**config.mk**
```make
export PLATFORM = sky130hd
export DESIGN_NAME = decimal_integer_rounding
export DESIGN_NICKNAME = d
export VERILOG_FILES = /design/src/design/dir_pkg.sv /design/src/design/dir_div10.sv /design/src/design/decimal_integer_rounding.sv
export VERILOG_INCLUDE_DIRS = /design/src /design/src/design
export SDC_FILE = /design/constraint.sdc
export NUM_CORES = 1
export LEC_CHECK = 0
export BUFFER_PORTS_ARGS = -buffer_cell sky130_fd_sc_hd__buf_4
export CAP_MARGIN = 0
export CORE_UTILIZATION = 40
export DETAILED_ROUTE_END_ITERATION = 6
export HOLD_SLACK_MARGIN = 0.12
export PLACE_DENSITY = 0.64
export REMOVE_ABC_BUFFERS = 1
export SLEW_MARGIN = 20
export SYNTH_ARGS = -nofsm -noshare
export SYNTH_HDL_FRONTEND = slang
export SYNTH_SLANG_ARGS = --single-unit
```
**constraint.sdc**
```tcl
create_clock -name clk_i -period 5.2 [get_ports clk_i]
set_input_delay 0.78 -clock clk_i [delete_from_list [all_inputs] [get_ports clk_i]]
set_output_delay 0.78 -clock clk_i [all_outputs]
set_load 0.01 [all_outputs]
```
**src/design/assert_macros.svh**
```systemverilog
// assertion helpers
`ifndef ASSERT_MACROS_SVH
`define ASSERT_MACROS_SVH
`ifndef SYNTHESIS
`define ASSERT_IMPL(lbl, clk, rstn, prop) \
  lbl: assert property (@(posedge clk) disable iff (!rstn) prop) else $error("assertion failed");
`define ASSERT_NEVER(lbl, clk, rstn, cond) \
  lbl: assert property (@(posedge clk) disable iff (!rstn) !(cond)) else $error("forbidden state");
`else
`define ASSERT_IMPL(lbl, clk, rstn, prop)
`define ASSERT_NEVER(lbl, clk, rstn, cond)
`endif
`endif

```
**src/design/dir_pkg.sv**
```systemverilog
package dir_pkg;
  localparam int unsigned MagW = 96;
  localparam int unsigned MaxScale = 28;
  localparam int unsigned DigW = 4;

  typedef enum logic [1:0] {
    CmdFloor = 2'd0,
    CmdRound = 2'd1,
    CmdTrunc = 2'd2,
    CmdNeg   = 2'd3
  } cmd_e;

  typedef enum logic [2:0] {
    StIdle,
    StDiv,
    StInc,
    StDone
  } state_e;

  // per-pass control from sequencer to divider
  typedef struct packed {
    logic load;
    logic start;
  } div_ctrl_t;

  typedef struct packed {
    logic busy;
    logic done;
  } div_stat_t;
endpackage

```
**src/design/dir_div10.sv**
```systemverilog
// bit-serial divide by ten of a 96-bit magnitude, msb first, one bit a cycle
module dir_div10 import dir_pkg::*; (
  input  logic            clk_i,
  input  logic            rst_ni,
  input  div_ctrl_t       ctrl_i,
  input  logic [MagW-1:0] load_val_i,
  output div_stat_t       stat_o,
  output logic [MagW-1:0] quot_o,
  output logic [DigW-1:0] rem_o
);
  localparam int unsigned CntW = $clog2(MagW + 1);

  logic [MagW-1:0] sh_q, sh_d;
  logic [DigW-1:0] rem_q, rem_d;
  logic [CntW-1:0] cnt_q, cnt_d;
  logic            busy_q, busy_d, done_q, done_d;
  logic [DigW:0]   trial;

  assign trial = {rem_q, sh_q[MagW-1]};

  always_comb begin
    sh_d   = sh_q;
    rem_d  = rem_q;
    cnt_d  = cnt_q;
    busy_d = busy_q;
    done_d = 1'b0;
    if (ctrl_i.load) begin
      sh_d = load_val_i;
    end
    if (ctrl_i.start) begin
      rem_d  = '0;
      cnt_d  = CntW'(MagW);
      busy_d = 1'b1;
    end else if (busy_q) begin
      if (trial >= (DigW+1)'(10)) begin
        rem_d = DigW'(trial - (DigW+1)'(10));
        sh_d  = {sh_q[MagW-2:0], 1'b1};
      end else begin
        rem_d = trial[DigW-1:0];
        sh_d  = {sh_q[MagW-2:0], 1'b0};
      end
      cnt_d = cnt_q - 1'b1;
      if (cnt_q == CntW'(1)) begin
        busy_d = 1'b0;
        done_d = 1'b1;
      end
    end
  end

  always_ff @(posedge clk_i or negedge rst_ni) begin
    if (!rst_ni) begin
      busy_q <= 1'b0;
      done_q <= 1'b0;
      cnt_q  <= '0;
    end else begin
      busy_q <= busy_d;
      done_q <= done_d;
      cnt_q  <= cnt_d;
    end
  end

  always_ff @(posedge clk_i) begin
    sh_q  <= sh_d;
    rem_q <= rem_d;
  end

  assign stat_o = '{busy: busy_q, done: done_q};
  assign quot_o = sh_q;
  assign rem_o  = rem_q;
endmodule

```
**src/design/decimal_integer_rounding.sv**
```systemverilog
// channel | signals                                              | dir
// in      | in_valid_i, in_stall_o, command_i, mant_*_i, ...      | in
// out     | out_valid_o, out_stall_i, res_*_o, status_o           | out
// one request at a time; floor/round/truncate run one bit-serial divide-by-ten pass
// per scale digit, then the increment when it is needed; the increment adds the
// carry across the magnitude in 32-bit slices, low slice first
// negate, bad scale and scale 0 skip the divide and go from idle straight to done
// reset is asynchronous, active low; a result waits in the output register
// while out_stall_i is high, and in_stall_o stays high until it is taken
`include "assert_macros.svh"
module decimal_integer_rounding import dir_pkg::*; (
  input  logic        clk_i,
  input  logic        rst_ni,
  input  logic        in_valid_i,
  output logic        in_stall_o,
  input  logic [1:0]  command_i,
  input  logic [31:0] mant_low_i,
  input  logic [31:0] mant_mid_i,
  input  logic [31:0] mant_high_i,
  input  logic        negative_i,
  input  logic [7:0]  scale_in_i,
  output logic        out_valid_o,
  input  logic        out_stall_i,
  output logic [31:0] res_low_o,
  output logic [31:0] res_mid_o,
  output logic [31:0] res_high_o,
  output logic        res_negative_o,
  output logic [7:0]  res_scale_o,
  output logic        status_o
);
  state_e          st_q, st_d;
  cmd_e            cmd_q;
  logic            neg_q;
  logic [7:0]      scale_q;
  logic [4:0]      left_q, left_d;
  logic            sticky_q, sticky_d;
  logic [DigW-1:0] last_q, last_d;
  logic [MagW-1:0] mag_q, mag_d;
  logic [1:0]      slice_q, slice_d;
  logic            carry_q, carry_d;
  logic            ovf_q, ovf_d;
  logic            accept, take;
  logic            ov_q;
  logic [31:0]     rl_q, rm_q, rh_q;
  logic            rn_q, rs_q;
  logic [7:0]      rsc_q;
  logic            fin;
  logic            up;
  logic            inc;
  div_ctrl_t       dctrl;
  div_stat_t       dstat;
  logic [MagW-1:0] quot;
  logic [DigW-1:0] rem;
  logic [32:0]     slice_sum;

  assign accept     = in_valid_i && !in_stall_o;
  assign take       = ov_q && !out_stall_i;
  assign in_stall_o = (st_q != StIdle) || ov_q;

  dir_div10 u_div (
    .clk_i      (clk_i),
    .rst_ni     (rst_ni),
    .ctrl_i     (dctrl),
    .load_val_i (mag_d),
    .stat_o     (dstat),
    .quot_o     (quot),
    .rem_o      (rem)
  );

  always_comb begin
    up = 1'b0;
    case (cmd_q)
      CmdFloor: up = neg_q && (sticky_q || (last_q != '0));
      CmdRound: up = (last_q > DigW'(5)) ||
                     ((last_q == DigW'(5)) && (sticky_q || mag_q[0]));
      default:  up = 1'b0;
    endcase
  end

  // decision is taken on the first slice, before the lsb changes
  assign inc = up || (slice_q != 2'd0);

  always_comb begin
    case (slice_q)
      2'd0:    slice_sum = {1'b0, mag_q[31:0]} + 33'(carry_q);
      2'd1:    slice_sum = {1'b0, mag_q[63:32]} + 33'(carry_q);
      default: slice_sum = {1'b0, mag_q[95:64]} + 33'(carry_q);
    endcase
  end

  // next state
  always_comb begin
    st_d = st_q;
    case (st_q)
      StIdle: begin
        if (accept) begin
          if (command_i == CmdNeg || scale_in_i > 8'(MaxScale) || scale_in_i == '0) begin
            st_d = StDone;
          end else begin
            st_d = StDiv;
          end
        end
      end
      StDiv: begin
        if (dstat.done && left_q == 5'd1) st_d = StInc;
      end
      StInc: begin
        if (!inc || slice_q == 2'd2) st_d = StDone;
      end
      StDone: st_d = StIdle;
      default: st_d = StIdle;
    endcase
  end

  // datapath and outputs
  always_comb begin
    mag_d    = mag_q;
    left_d   = left_q;
    sticky_d = sticky_q;
    last_d   = last_q;
    slice_d  = slice_q;
    carry_d  = carry_q;
    ovf_d    = ovf_q;
    dctrl    = '{load: 1'b0, start: 1'b0};
    fin      = (st_q == StDone);
    case (st_q)
      StIdle: begin
        if (accept) begin
          mag_d    = {mant_high_i, mant_mid_i, mant_low_i};
          left_d   = scale_in_i[4:0];
          sticky_d = 1'b0;
          last_d   = '0;
          slice_d  = '0;
          carry_d  = 1'b1;
          ovf_d    = 1'b0;
          if (command_i != CmdNeg && scale_in_i <= 8'(MaxScale) && scale_in_i != '0) begin
            dctrl.load  = 1'b1;
            dctrl.start = 1'b1;
          end
        end
      end
      StDiv: begin
        if (dstat.done) begin
          mag_d  = quot;
          left_d = left_q - 1'b1;
          if (left_q == 5'd1) begin
            last_d = rem;
          end else begin
            if (rem != '0) sticky_d = 1'b1;
            dctrl.start = 1'b1;
          end
        end
      end
      StInc: begin
        if (inc) begin
          case (slice_q)
            2'd0:    mag_d[31:0]  = slice_sum[31:0];
            2'd1:    mag_d[63:32] = slice_sum[31:0];
            default: mag_d[95:64] = slice_sum[31:0];
          endcase
          carry_d = slice_sum[32];
          slice_d = slice_q + 1'b1;
          if (slice_q == 2'd2) ovf_d = slice_sum[32];
        end
      end
      default: ;
    endcase
    // divider takes the updated quotient on the next pass
    if (st_q == StDiv && dstat.done && left_q != 5'd1) dctrl.load = 1'b1;
  end

  always_ff @(posedge clk_i or negedge rst_ni) begin
    if (!rst_ni) begin
      st_q <= StIdle;
      ov_q <= 1'b0;
    end else begin
      st_q <= st_d;
      if (fin) ov_q <= 1'b1;
      else if (take) ov_q <= 1'b0;
    end
  end

  always_ff @(posedge clk_i) begin
    mag_q    <= mag_d;
    left_q   <= left_d;
    sticky_q <= sticky_d;
    last_q   <= last_d;
    slice_q  <= slice_d;
    carry_q  <= carry_d;
    ovf_q    <= ovf_d;
    if (accept) begin
      cmd_q   <= cmd_e'(command_i);
      neg_q   <= negative_i;
      scale_q <= scale_in_i;
    end
    if (fin) begin
      if (cmd_q == CmdNeg) begin
        rs_q <= 1'b0;
        {rh_q, rm_q, rl_q} <= mag_q;
        if (mag_q == '0) begin
          rn_q  <= 1'b0;
          rsc_q <= '0;
        end else begin
          rn_q  <= !neg_q;
          rsc_q <= scale_q;
        end
      end else if (scale_q > 8'(MaxScale) || ovf_q) begin
        rs_q <= 1'b1;
        {rh_q, rm_q, rl_q} <= '0;
        rn_q  <= 1'b0;
        rsc_q <= '0;
      end else begin
        rs_q <= 1'b0;
        {rh_q, rm_q, rl_q} <= mag_q;
        rn_q  <= neg_q;
        rsc_q <= '0;
      end
    end
  end

  assign out_valid_o    = ov_q;
  assign res_low_o      = rl_q;
  assign res_mid_o      = rm_q;
  assign res_high_o     = rh_q;
  assign res_negative_o = rn_q;
  assign res_scale_o    = rsc_q;
  assign status_o       = rs_q;

  `ASSERT_IMPL(a_no_accept_busy, clk_i, rst_ni, (st_q != StIdle) |-> !accept)
  `ASSERT_IMPL(a_err_zero, clk_i, rst_ni, (ov_q && rs_q) |-> ({rh_q, rm_q, rl_q} == '0 && !rn_q))
  `ASSERT_NEVER(a_div_outside, clk_i, rst_ni, dstat.busy && st_q != StDiv)
  `ASSERT_IMPL(a_hold, clk_i, rst_ni, (ov_q && out_stall_i) |=> (ov_q && $stable(rl_q)))
endmodule
```
==> flow_summary.json <==
{
  "outcome": "finished, violations left",
  "violations": "DRC",
  "grt_use_total_pct": 27.32,
  "clock-root-buffer": "clkbuf_16",
  "slew_headroom_pct": 22.17,
  "setup_viol": 0,
  "fin_ws_ns": 0.8736,
  "power.density_nw_per_um2": 691.1,
  "clockBufferDepth": 3,
  "hold_violations": 0,
  "clk_pin_slew_worst_paths_ns": 0.06,
  "drive_gt1_share_pct": 18.46,
  "syn2layout_area_growth_pct": 20.35,
  "synth_top_area_cell": "edfxtp_1",
  "p_int_w": 0.008106,
  "fin_crit_ns": 4.326,
  "start_util_pct": 40.76,
  "wire_per_inst_microns": 24.27,
  "synthCells": 1794,
  "power_switching_w": 0.006177,
  "rows": 75,
  "clkPwrFrac_pct": 19.8,
  "cts_resized": 0,
  "maxSlewViolCount": 0,
  "drt_iter0_markers": 1773,
  "whs_ns": 0.4060,
  "num_vias": 15630,
  "seq_area_frac_synth_pct": 47.50,
  "critPathMaxFanout": 57,
  "ys_warn_count": 0,
  "p_comb_share_pct": 44.8,
  "rsz0062_at_grt": "false",
  "power_frac_seq_pct": 35.4,
  "dieArea_sq_um": 43760,
  "nets": 2084,
  "maxCapViolations": 0,
  "hpwl_microns": 42150,
  "ys_async_sr_fraction_pct": 3.540,
  "grt_max_degree": 86,
  "grt_overflow": 0,
  "synthTopCellsByCount": "196 x dfxtp_1, 190 x nand2_1, 138 x nor2_1, 131 x edfxtp_1, 114 x a21oi_1",
  "first_pass_iters": 7,
  "finalWeightedCongestion": 0.9426,
  "drc": 2,
  "h-tree-depth": 2,
  "cts_tree": "yes",
  "synth_ff_type": "dfxtp_1",
  "clock_latency_ns": 0.57,
  "yosys_register_bits": 339,
  "io_pins": 219,
  "grt_pass1_vias": 14880,
  "synth-edff-count": 131,
  "wl_microns": 61350,
  "ir_worst_vdd_uv": 288.4,
  "synth.most_common_cell": "dfxtp_1",
  "numCtsBuffers": 39,
  "fmax_mhz": 231.1,
  "critPathArrivalTime_ns": 4.81,
  "end_kind": "flop",
  "required_ns": 5.68,
  "fp.dieW_microns": 209.2,
  "io_buffer_count": 218,
  "fin_cells": 2528,
  "cts_sinks": 339,
  "nFillCells": 3928,
  "synth.distinct_cells": 78,
  "power_leakage_nw": 8.767,
  "synthTopCellsByArea": "edfxtp_1 23%, dfxtp_1 23%, mux2i_1 5.8%",
  "vias_per_cell": 6.184,
  "core_sq_um": 42130,
  "skew_ns": 0.01917,
  "start_kind": "flop",
  "postRouteAntennaNets": 0,
  "netlist_area_sq_um": 17170,
  "post-place-ws_ns": 0.9886,
  "path_class": "reg -> reg",
  "min_path_type": "in -> reg",
  "p_sw_share_pct": 43.25,
  "worstMarginPinSlew_ns": 1.160,
  "synth_top_area_share_pct": 22.91,
  "antenna_found_initial": 2,
  "place_inst": 2455,
  "avgSynthCellArea_sq_um": 9.572,
  "min_period_over_period_pct": 83.20,
  "die_height_microns": 209.2,
  "grt_pass1_wl_microns": 90980
}
## through the flow
step	instance area (sq um)	setup TNS [ns]	power [W]	util, %
2_1_floorplan	16650	-335.12	0.008958	-
3_3_place_gp	19330	0	0.01111	45.88
3_5_place_dp	19350	0	0.01128	45.92
4_1_cts	20660	0	0.01414	49.05
5_1_grt	20660	0	0.01497	49.05
6_report	20670	0	0.01428	49.05
## layout make-up
class	instances	area, sq um	share of cell area [%]
clock inverters	17	162.7	0.7870
clock buffers	54	1146	5.545
multi-input cells	1285	8422	40.75
diodes	1	2.502	0.01211
inverters	38	143.9	0.6962
well taps	539	674.4	3.263
flip-flops and latches	339	8162	39.49
repair buffers	255	1954	9.456
## power by group through the flow
stage / clock network [W] / registers [W] / logic [W]
after floorplan: 0 / 0.00483 / 0.00413
after global placement: 0 / 0.00504 / 0.00607
after detailed placement: 0 / 0.00505 / 0.00623
after CTS: 0.00287 / 0.00501 / 0.00627
after global routing: 0.00297 / 0.00514 / 0.00686
final: 0.00283 / 0.00505 / 0.00640
## worst max-delay path, cell delays in order, from the launching register on
cell,delay [ns]
edfxtp_1,0.42
ha_2,0.55
nor2_1,0.71
nand2_1,0.11
nand2_1,0.09
ha_1,0.19
ha_1,0.19
o221ai_1,0.23
nor2_1,0.17
buf_4,0.21
nand4_2,0.32
nor3_1,0.31
xor2_1,0.33
nand3_1,0.16
a41oi_1,0.22
## timing repair
action                    4_1_cts  5_1_grt
hold endpoints to repair       12        0
buffers inserted                0        0
hold buffers                    1        0
## logic make-up after synthesis
kind of cell             count (synthesis)  share of synthesized area, %
adder cells (fa/ha/maj)                 15                         1.093
XOR/XNOR                                31                         1.581
flip-flops                             339                         47.50
AO/OA/AOI/OAI                          536                         21.91
multiplexers                           123                         7.337
buffers and inverters                  170                         3.876
AND/OR/NAND/NOR                        580                         16.70
## path summary, 6_finish.rpt
path / from / depth (start not counted) / to / slack (ns)
worst max-delay path: slice_q[0] / 14 / u_div.quot_o[58] / 0.87
worst min-delay path: negative_i / 1 / neg_q / 0.41
worst max register to register: slice_q[0] / 14 / u_div.quot_o[58] / 0.87
worst min register to register: u_div.rem_o[3] / 2 / u_div.rem_o[3] / 0.49
max in group asynchronous: rst_ni / 2 / u_div.busy_q / 4.42
min in group asynchronous: rst_ni / 2 / u_div.cnt_q[1] / 0.59
## metal layers
layer / vias to the layer above / share of wire (%) / track usage, %
li1: 7027 / - / -
met1: 7596 / 41 / 36.15
met2: 835 / 45 / 42.05
met3: 172 / 9.4 / 5.891
met4: 2 / 4.8 / 13.89
met5: - / 0.013 / 0
## cells in the final DEF (no fill, tap or decap), types with 16 or more instances in the layout
cell type	n
a222oi_1	35
a21o_1	40
a221o_1	23
a21oi_1	114
mux2_2	23
and2_1	22
nor2_1	138
inv_1	36
clkbuf_16	42
o21ai_0	96
a22o_1	36
buf_4	251
nand2_1	189
xnor2_1	18
dfxtp_1	196
nand4_1	16
o21a_1	42
nor2b_1	84
a221oi_1	27
a22oi_1	28
nor3_1	16
edfxtp_1	131
mux2i_1	100
nand3_1	20
nor4_1	33
## flip-flops by register name (all words and copies together) (netlist names), 5 cells and up
register,count
mag_q,96
u_div.quot_o,96
res_high_o,32
res_low_o,32
res_mid_o,32
res_scale_o,8
scale_q,8
u_div.cnt_q,7
left_q,5
Note: power is estimated with default switching activity, not from simulation.
